**src/rtl/sha_pkg.sv**
```systemverilog
package sha_pkg;

  typedef enum logic {
    REQ_APPEND = 1'b0,
    REQ_FINISH = 1'b1
  } req_t;

  typedef logic [7:0][31:0] chain_t;

  typedef struct packed {
    logic       load;
    logic [7:0] byte_val;
    logic       start;
    logic       init;
  } core_cmd_t;

  localparam logic [7:0] PAD_BYTE = 8'h80;
  localparam logic [5:0] LEN_POS = 6'd56;
  localparam logic [5:0] LAST_POS = 6'd63;
  localparam logic [2:0] LAST_WORD = 3'd7;
  localparam logic [63:0] BLOCK_BITS = 64'd512;

  localparam chain_t H_INIT = {
    32'h5be0cd19, 32'h1f83d9ab, 32'h9b05688c, 32'h510e527f,
    32'ha54ff53a, 32'h3c6ef372, 32'hbb67ae85, 32'h6a09e667
  };

  localparam logic [31:0] K_TAB [64] = '{
    32'h428a2f98, 32'h71374491, 32'hb5c0fbcf, 32'he9b5dba5,
    32'h3956c25b, 32'h59f111f1, 32'h923f82a4, 32'hab1c5ed5,
    32'hd807aa98, 32'h12835b01, 32'h243185be, 32'h550c7dc3,
    32'h72be5d74, 32'h80deb1fe, 32'h9bdc06a7, 32'hc19bf174,
    32'he49b69c1, 32'hefbe4786, 32'h0fc19dc6, 32'h240ca1cc,
    32'h2de92c6f, 32'h4a7484aa, 32'h5cb0a9dc, 32'h76f988da,
    32'h983e5152, 32'ha831c66d, 32'hb00327c8, 32'hbf597fc7,
    32'hc6e00bf3, 32'hd5a79147, 32'h06ca6351, 32'h14292967,
    32'h27b70a85, 32'h2e1b2138, 32'h4d2c6dfc, 32'h53380d13,
    32'h650a7354, 32'h766a0abb, 32'h81c2c92e, 32'h92722c85,
    32'ha2bfe8a1, 32'ha81a664b, 32'hc24b8b70, 32'hc76c51a3,
    32'hd192e819, 32'hd6990624, 32'hf40e3585, 32'h106aa070,
    32'h19a4c116, 32'h1e376c08, 32'h2748774c, 32'h34b0bcb5,
    32'h391c0cb3, 32'h4ed8aa4a, 32'h5b9cca4f, 32'h682e6ff3,
    32'h748f82ee, 32'h78a5636f, 32'h84c87814, 32'h8cc70208,
    32'h90befffa, 32'ha4506ceb, 32'hbef9a3f7, 32'hc67178f2
  };

  function automatic logic [31:0] rotr(input logic [31:0] x, input int unsigned n);
    logic [63:0] dbl;
    dbl = {x, x} >> n;
    return dbl[31:0];
  endfunction

  function automatic logic [31:0] big_sig0(input logic [31:0] x);
    return rotr(x, 2) ^ rotr(x, 13) ^ rotr(x, 22);
  endfunction

  function automatic logic [31:0] big_sig1(input logic [31:0] x);
    return rotr(x, 6) ^ rotr(x, 11) ^ rotr(x, 25);
  endfunction

  function automatic logic [31:0] small_sig0(input logic [31:0] x);
    return rotr(x, 7) ^ rotr(x, 18) ^ (x >> 3);
  endfunction

  function automatic logic [31:0] small_sig1(input logic [31:0] x);
    return rotr(x, 17) ^ rotr(x, 19) ^ (x >> 10);
  endfunction

endpackage

```
**src/rtl/sha_core.sv**
```systemverilog
module sha_core
  import sha_pkg::*;
(
  input  logic      clk,
  input  logic      rst,
  input  core_cmd_t cmd,
  output logic      busy,
  output chain_t    chain
);

  typedef enum logic [1:0] {
    C_IDLE,
    C_ROUND,
    C_ADD
  } cstate_t;

  cstate_t      state;
  logic [511:0] blk;
  chain_t       v;
  chain_t       v_next;
  logic [5:0]   rnd;
  logic [31:0]  w0, w1, w9, w14;
  logic [31:0]  new_w;
  logic [31:0]  t1, t2;

  // The message register doubles as the rolling schedule: word zero sits on top.
  assign w0  = blk[511:480];
  assign w1  = blk[479:448];
  assign w9  = blk[223:192];
  assign w14 = blk[63:32];
  assign new_w = w0 + small_sig0(w1) + w9 + small_sig1(w14);

  always_comb begin
    t1 = v[7] + big_sig1(v[4]) + ((v[4] & v[5]) ^ (~v[4] & v[6])) + K_TAB[rnd] + w0;
    t2 = big_sig0(v[0]) + ((v[0] & v[1]) ^ (v[0] & v[2]) ^ (v[1] & v[2]));
    v_next[7] = v[6];
    v_next[6] = v[5];
    v_next[5] = v[4];
    v_next[4] = v[3] + t1;
    v_next[3] = v[2];
    v_next[2] = v[1];
    v_next[1] = v[0];
    v_next[0] = t1 + t2;
  end

  assign busy = (state != C_IDLE);

  always_ff @(posedge clk) begin
    if (rst) begin
      state <= C_IDLE;
      chain <= H_INIT;
      rnd   <= '0;
    end else begin
      if (cmd.init) begin
        chain <= H_INIT;
      end
      if (cmd.load) begin
        blk <= {blk[503:0], cmd.byte_val};
      end
      unique case (state)
        C_IDLE: begin
          if (cmd.start) begin
            v     <= chain;
            rnd   <= '0;
            state <= C_ROUND;
          end
        end
        C_ROUND: begin
          v   <= v_next;
          blk <= {blk[479:0], new_w};
          rnd <= rnd + 6'd1;
          if (rnd == LAST_POS) begin
            state <= C_ADD;
          end
        end
        C_ADD: begin
          for (int j = 0; j < 8; j++) begin
            chain[j] <= chain[j] + v[j];
          end
          state <= C_IDLE;
        end
        default: state <= C_IDLE;
      endcase
    end
  end

endmodule

```
**src/rtl/sha256_byte_stream_hasher.sv**
```systemverilog
// SHA-256 hasher that takes the message one byte per word and returns the digest as eight
// 32-bit big-endian words, H0 first, with digest_last on the eighth. An append word that
// completes a 64-byte block holds the input stalled while the single round unit runs 64
// rounds and folds the result into the chaining words; other append words are taken with no
// stall. A finish word pads one byte per cycle while no block is being compressed (up to 64
// bytes), runs one or two such compressions, then offers the eight digest words one per cycle
// as the output side takes them; no new word is accepted until the last digest word is taken,
// after which the block starts the next message from the initial hash values.
module sha256_byte_stream_hasher
  import sha_pkg::*;
(
  input  logic        clk,
  input  logic        rst,
  input  logic        data_valid,
  output logic        data_stall,
  input  logic [0:0]  req_type,
  input  logic [7:0]  data_byte,
  output logic        digest_valid,
  input  logic        digest_stall,
  output logic [31:0] digest_word,
  output logic [2:0]  word_index,
  output logic        digest_last
);

  typedef enum logic [2:0] {
    S_IDLE,
    S_PAD,
    S_LEN,
    S_WAIT_DATA,
    S_WAIT_PAD,
    S_WAIT_FINAL,
    S_EMIT
  } state_t;

  state_t      state;
  logic [5:0]  fill;
  logic [63:0] bit_length;
  logic        accept;
  logic        out_take;
  logic        core_busy;
  chain_t      chain;
  core_cmd_t   cmd;

  assign data_stall  = (state != S_IDLE);
  assign accept      = data_valid && !data_stall;
  assign out_take    = digest_valid && !digest_stall;
  assign digest_last = (word_index == LAST_WORD);

  always_comb begin
    cmd = '0;
    unique case (state)
      S_IDLE: begin
        if (accept) begin
          cmd.load     = 1'b1;
          cmd.byte_val = (req_type == REQ_FINISH) ? PAD_BYTE : data_byte;
          cmd.start    = (fill == LAST_POS);
        end
      end
      S_PAD: begin
        if (fill != LEN_POS) begin
          cmd.load  = 1'b1;
          cmd.start = (fill == LAST_POS);
        end
      end
      S_LEN: begin
        cmd.load     = 1'b1;
        cmd.byte_val = bit_length[63:56];
        cmd.start    = (fill == LAST_POS);
      end
      S_EMIT: begin
        cmd.init = out_take && digest_last;
      end
      S_WAIT_DATA, S_WAIT_PAD, S_WAIT_FINAL: begin
        cmd = '0;
      end
      default: cmd = '0;
    endcase
  end

  sha_core u_core (
    .clk   (clk),
    .rst   (rst),
    .cmd   (cmd),
    .busy  (core_busy),
    .chain (chain)
  );

  always_ff @(posedge clk) begin
    if (rst) begin
      state        <= S_IDLE;
      fill         <= '0;
      bit_length   <= '0;
      digest_valid <= 1'b0;
      word_index   <= '0;
    end else begin
      unique case (state)
        S_IDLE: begin
          if (accept) begin
            fill <= fill + 6'd1;
            if (req_type == REQ_FINISH) begin
              bit_length <= bit_length + {55'd0, fill, 3'd0};
              state      <= (fill == LAST_POS) ? S_WAIT_PAD : S_PAD;
            end else if (fill == LAST_POS) begin
              bit_length <= bit_length + BLOCK_BITS;
              state      <= S_WAIT_DATA;
            end
          end
        end
        S_PAD: begin
          if (fill == LEN_POS) begin
            state <= S_LEN;
          end else begin
            fill <= fill + 6'd1;
            if (fill == LAST_POS) begin
              state <= S_WAIT_PAD;
            end
          end
        end
        S_LEN: begin
          fill       <= fill + 6'd1;
          bit_length <= {bit_length[55:0], 8'h00};
          if (fill == LAST_POS) begin
            state <= S_WAIT_FINAL;
          end
        end
        S_WAIT_DATA: begin
          if (!core_busy) begin
            state <= S_IDLE;
          end
        end
        S_WAIT_PAD: begin
          if (!core_busy) begin
            state <= S_PAD;
          end
        end
        S_WAIT_FINAL: begin
          if (!core_busy) begin
            state        <= S_EMIT;
            digest_valid <= 1'b1;
            digest_word  <= chain[0];
            word_index   <= '0;
          end
        end
        S_EMIT: begin
          if (out_take) begin
            if (digest_last) begin
              digest_valid <= 1'b0;
              fill         <= '0;
              bit_length   <= '0;
              state        <= S_IDLE;
            end else begin
              word_index  <= word_index + 3'd1;
              digest_word <= chain[word_index + 3'd1];
            end
          end
        end
        default: state <= S_IDLE;
      endcase
    end
  end

  // A byte is never taken while the round unit is compressing a block.
  a_no_accept_busy: assert property (@(posedge clk) disable iff (rst)
    accept |-> !core_busy)
    else $error("word accepted while compression is running");

  // Every compression starts on a block boundary.
  a_start_aligned: assert property (@(posedge clk) disable iff (rst)
    cmd.start |=> (fill == 6'd0))
    else $error("compression started off a block boundary");

  // The round unit is busy for the cycle after a start.
  a_busy_after_start: assert property (@(posedge clk) disable iff (rst)
    cmd.start |=> core_busy)
    else $error("compression did not start");

  // After the last digest word the message state is back at its start.
  a_restart: assert property (@(posedge clk) disable iff (rst)
    (out_take && digest_last) |=> (fill == 6'd0 && bit_length == 64'd0 && !digest_valid))
    else $error("message state not cleared after digest");

endmodule

```
**config.mk**
```make
export PLATFORM = sky130hd
export DESIGN_NAME = sha256_byte_stream_hasher
export DESIGN_NICKNAME = d
export VERILOG_FILES = /design/src/rtl/sha_pkg.sv /design/src/rtl/sha_core.sv /design/src/rtl/sha256_byte_stream_hasher.sv
export SDC_FILE = /design/constraint.sdc
export NUM_CORES = 2
export LEC_CHECK = 0
export BUFFER_PORTS_ARGS = -buffer_cell sky130_fd_sc_hd__buf_4
export CAP_MARGIN = 5
export CORE_UTILIZATION = 60
export CTS_CLUSTER_SIZE = 10
export DETAILED_ROUTE_END_ITERATION = 7
export PLACE_DENSITY_LB_ADDON = 0.1
export SYNTH_ARGS = -nofsm -noshare
export SYNTH_HDL_FRONTEND = slang
export SYNTH_SLANG_ARGS = --single-unit
```
**constraint.sdc**
```tcl
create_clock -name clk -period 35.1 [get_ports clk]
set_input_delay 1.755 -clock clk [delete_from_list [all_inputs] [get_ports clk]]
set_output_delay 1.755 -clock clk [all_outputs]
set_load 0.02 [all_outputs]
```
==> summary.md <==
• outcome: finished, violations left
• failing checks: design-rule violations
• actual transition at the worst max-transition pin: 1190 ps
• CP arrival: 11370 ps
• count of vias placed by the detailed router: 63700
• clock latency of the later-clocked register in the worst-skew pair: 790 ps
• worst reg-to-reg setup slack: 24230 ps
• largest driver fanout on the critical path: 32
• reg-to-reg startpoint: u_core.rnd[0]
• count of nets left with antenna violations after detail routing: 0
• cell row count: 130
• fraction of final layout cells sized beyond drive strength 1: 5.09%
• mapped cell area: 75800 µm²
• clock tree from TritonCTS: built
• Root Driver: clkbuf_16
• syn nets: 9123
• CP max stage cell: nor2_1
• Yosys Warn Count: 0
• effective utilization at floorplan: 60.4%
• final period demand of the worst path: 10870 ps
• Hold Startpoint: u_core.chain[52]
• depth of the most critical reg-to-reg path: 38
• highest layer used for signal routing: met5
• largest net degree at the start of global routing: 259
• average wire length per cell after detail routing: 24.5 µm
• number of synthesized flops with an enable pin: 800
• setup TNS after final layout: 0 ps
• die span in x: 358 µm
• most numerous cell on the critical path: fa_1
• max cap viols: 0
• maximum vdd drop: 0.109 mV
• sum of overflow across all layers after global routing: 0
• Final Cell Area: 81400 µm²
• first-pass iteration count of the detailed router: 8
• category of the worst setup path capture point: register
• maximum count of clock buffers along a single path: 3
• count of different cell masters after synthesis: 97
• Residual DRC: 2
• data required time at the worst endpoint: 35600 ps
• max-slew violation count: 0
• Layout area overhead: 7.36%
• full die area: 128000 µm²
• placed wire-length estimate after detailed placement: 177000 µm
• reported net switching power: 2.25 mW
• endpoint with the worst hold slack: u_core.chain[52]
• area share of the largest cell type after synthesis: 31.7%
• internal power consumption: 3.27 mW
• violation count after the first detailed-routing iteration: 8703
• Worst path max stage delay: 680 ps
• CP startpoint kind: register
• worst setup slack after layout: 24230 ps
• Port-buffer cells: 50
• portion of total power attributed to sequential cells: 32.9%
• most used flip-flop cell after synthesis: edfxtp_1
• met1 wire length: 104000 µm
• sequential fraction of the synthesis area: 40.6%
• worst hold path depth: 2
• total design power: 5.51 mW
• met2 wirelength from detailed routing: 102000 µm
• area of the core: 126000 µm²
• initial antenna violation count: 6
• cells after synthesis: 8510
• setup repair after global routing missed its margin: no
• final setup vio count: 0
• routability congestion estimate: 1.01
• fraction of power spent switching nets: 40.7%
• I/O pin count: 51
• Num CTS Buffers: 138
• Min-Delay Path Class: register to register
• proportion of power drawn by the clock network: 24.8%
• post-CTS setup buffer count: 0
• combinational cell fraction of total power: 42.3%
• PostCTS Resize Cnt: 0
• pre-CTS worst setup slack: 24300 ps
• post-cts hold buffer count: 0
• Post-DP Area: 77200 µm²
• Worst Path Class, Setup: register to register
• clock slew seen by the registers of the worst setup and hold paths: 50 ps
• Crit Reg-Reg Endpoint: u_core.v[30]
• kind of cell with the highest combined delay on the critical path: compound AO/OA/AOI/OAI gates
• worst hold-check slack: 493 ps
• Avg Vias per Cell: 6.36
• worst clock skew: 43.6 ps
• clock net sink count: 1138
• vias in the first global route: 58300
• PwrDens: 67.7 nW/µm²
• Slew HR: 18.9%
• library cell occupying the most area in the post-synthesis netlist: edfxtp_1
• number of buffers and inverters on the critical path: 5
• Chip Height: 358 µm
• wire length on met3: 29900 µm
• wire length of the first global-routing pass: 363000 µm
• GRT Total Usage: 37.7%
• CTS H-tree lvls: 4
• share of async-settable or async-resettable flops after synthesis: 0%
• total leakage power: 33.6 nW
• post-synthesis register bit count: 1138
• routed wire length: 245000 µm
• Post-Synthesis Mean Instance Area: 8.91 µm²
• fmax: 92.0 MHz
• cell types with the largest area share after synthesis: edfxtp_1 32%, nand2_1 12%, dfxtp_1 8.9%
• fin crit share: 31.0%
• number of nets at the end of the flow: 8886
• hold violation count in the final report: 0
==> worst register-to-register path, delay by kind of cell (launching register included) <==
kind | cells | cell delay [ps]
DFF | 1 | 310
buffers and inverters | 5 | 1110
and+or+nand+nor | 7 | 1700
AOI/OAI and AO/OA | 16 | 3790
xor gates and xnor gates | 2 | 450
adders and majority gates | 8 | 3240
==> how the worst max path moves through the flow <==
stage	to	slack, ps	startpoint	depth (start not counted)
floorplan	u_core.blk[0]	10330	rst	3
global placement	u_core.v[30]	24380	u_core.rnd[0]	38
detailed placement	u_core.v[30]	24300	u_core.rnd[0]	38
CTS	u_core.v[30]	24250	u_core.rnd[0]	38
global route	u_core.v[30]	23580	u_core.rnd[0]	38
finish	u_core.v[30]	24230	u_core.rnd[0]	38
==> metal layers <==
layer | vias to the layer above | global-route usage, %
met5 | - | 0.296
met4 | 4 | 12.9
met3 | 492 | 9.36
met2 | 3482 | 53.4
met1 | 30600 | 56.0
li1 | 29100 | -
==> power groups by stage <==
stage / Combinational (mW) / Clock, mW / Sequential (mW)
after CTS: 2.25 / 1.37 / 1.81
after floorplan: 1.57 / 0 / 1.91
after detailed placement: 2.22 / 0 / 1.84
after global routing: 2.52 / 1.42 / 1.83
final: 2.33 / 1.37 / 1.82
after global placement: 2.19 / 0 / 1.83
==> cell type report <==
class / instances / area [µm²]
multi-input cells: 6599 / 42300
flip-flops and latches: 1138 / 30800
well taps: 1650 / 2060
diodes: 1 / 2.50
clock buffers: 211 / 3840
inverters: 271 / 1020
repair buffers: 125 / 1070
fillers: 10300 / 44100
clock inverters: 23 / 370
==> synth_stat cells, types with 114 or more instances <==
master and number:
xor2_1 202, a21oi_1 432, fa_1 196, xnor2_1 408, nand2_1 2513, o22ai_1 114, a21o_1 184, dfxtp_1 338
nor2_1 448, o21ai_1 118, o21ai_0 349, clkbuf_1 459, edfxtp_1 800, ha_1 404, inv_1 265
==> kinds of logic (layout without fill, tap and decap cells) <==
kind of cell | after synthesis | in the layout | synth area share, %
mux | 148 | 148 | 3.13
compound gates | 1744 | 1744 | 14.5
fa+ha+maj | 623 | 623 | 12.1
xor+xnor | 610 | 610 | 7.04
simple gates | 3474 | 3474 | 18.7
flops | 1138 | 1138 | 40.6
other cells | 0 | 1 | 0
buf+inv | 773 | 630 | 3.87
==> stage by stage <==
step,cells,util [%]
after global placement,9782,61.5
final,10000,64.8
after detailed placement,9783,61.5
after CTS,10000,64.8
after global routing,10000,64.8
after floorplan,8510,-
==> layout by cell type, fill, tap and decap left out, types with 139 or more instances in the layout <==
cell type and n:
a21o_1 184, a21oi_1 432, clkbuf_16 139, dfxtp_1 333, edfxtp_1 800, fa_1 196, ha_1 402, inv_1 265
nand2_1 2511, nor2_1 443, o21ai_0 349, xnor2_1 408, xor2_1 202
==> registers in the layout, summed over array words and instances (netlist names), 6 cells and up <==
register      cells
u_core.blk      512
u_core.chain    256
u_core.v        256
bit_length       61
digest_word      32
fill              6
u_core.rnd        6
Power figures use the tool's default switching activity.
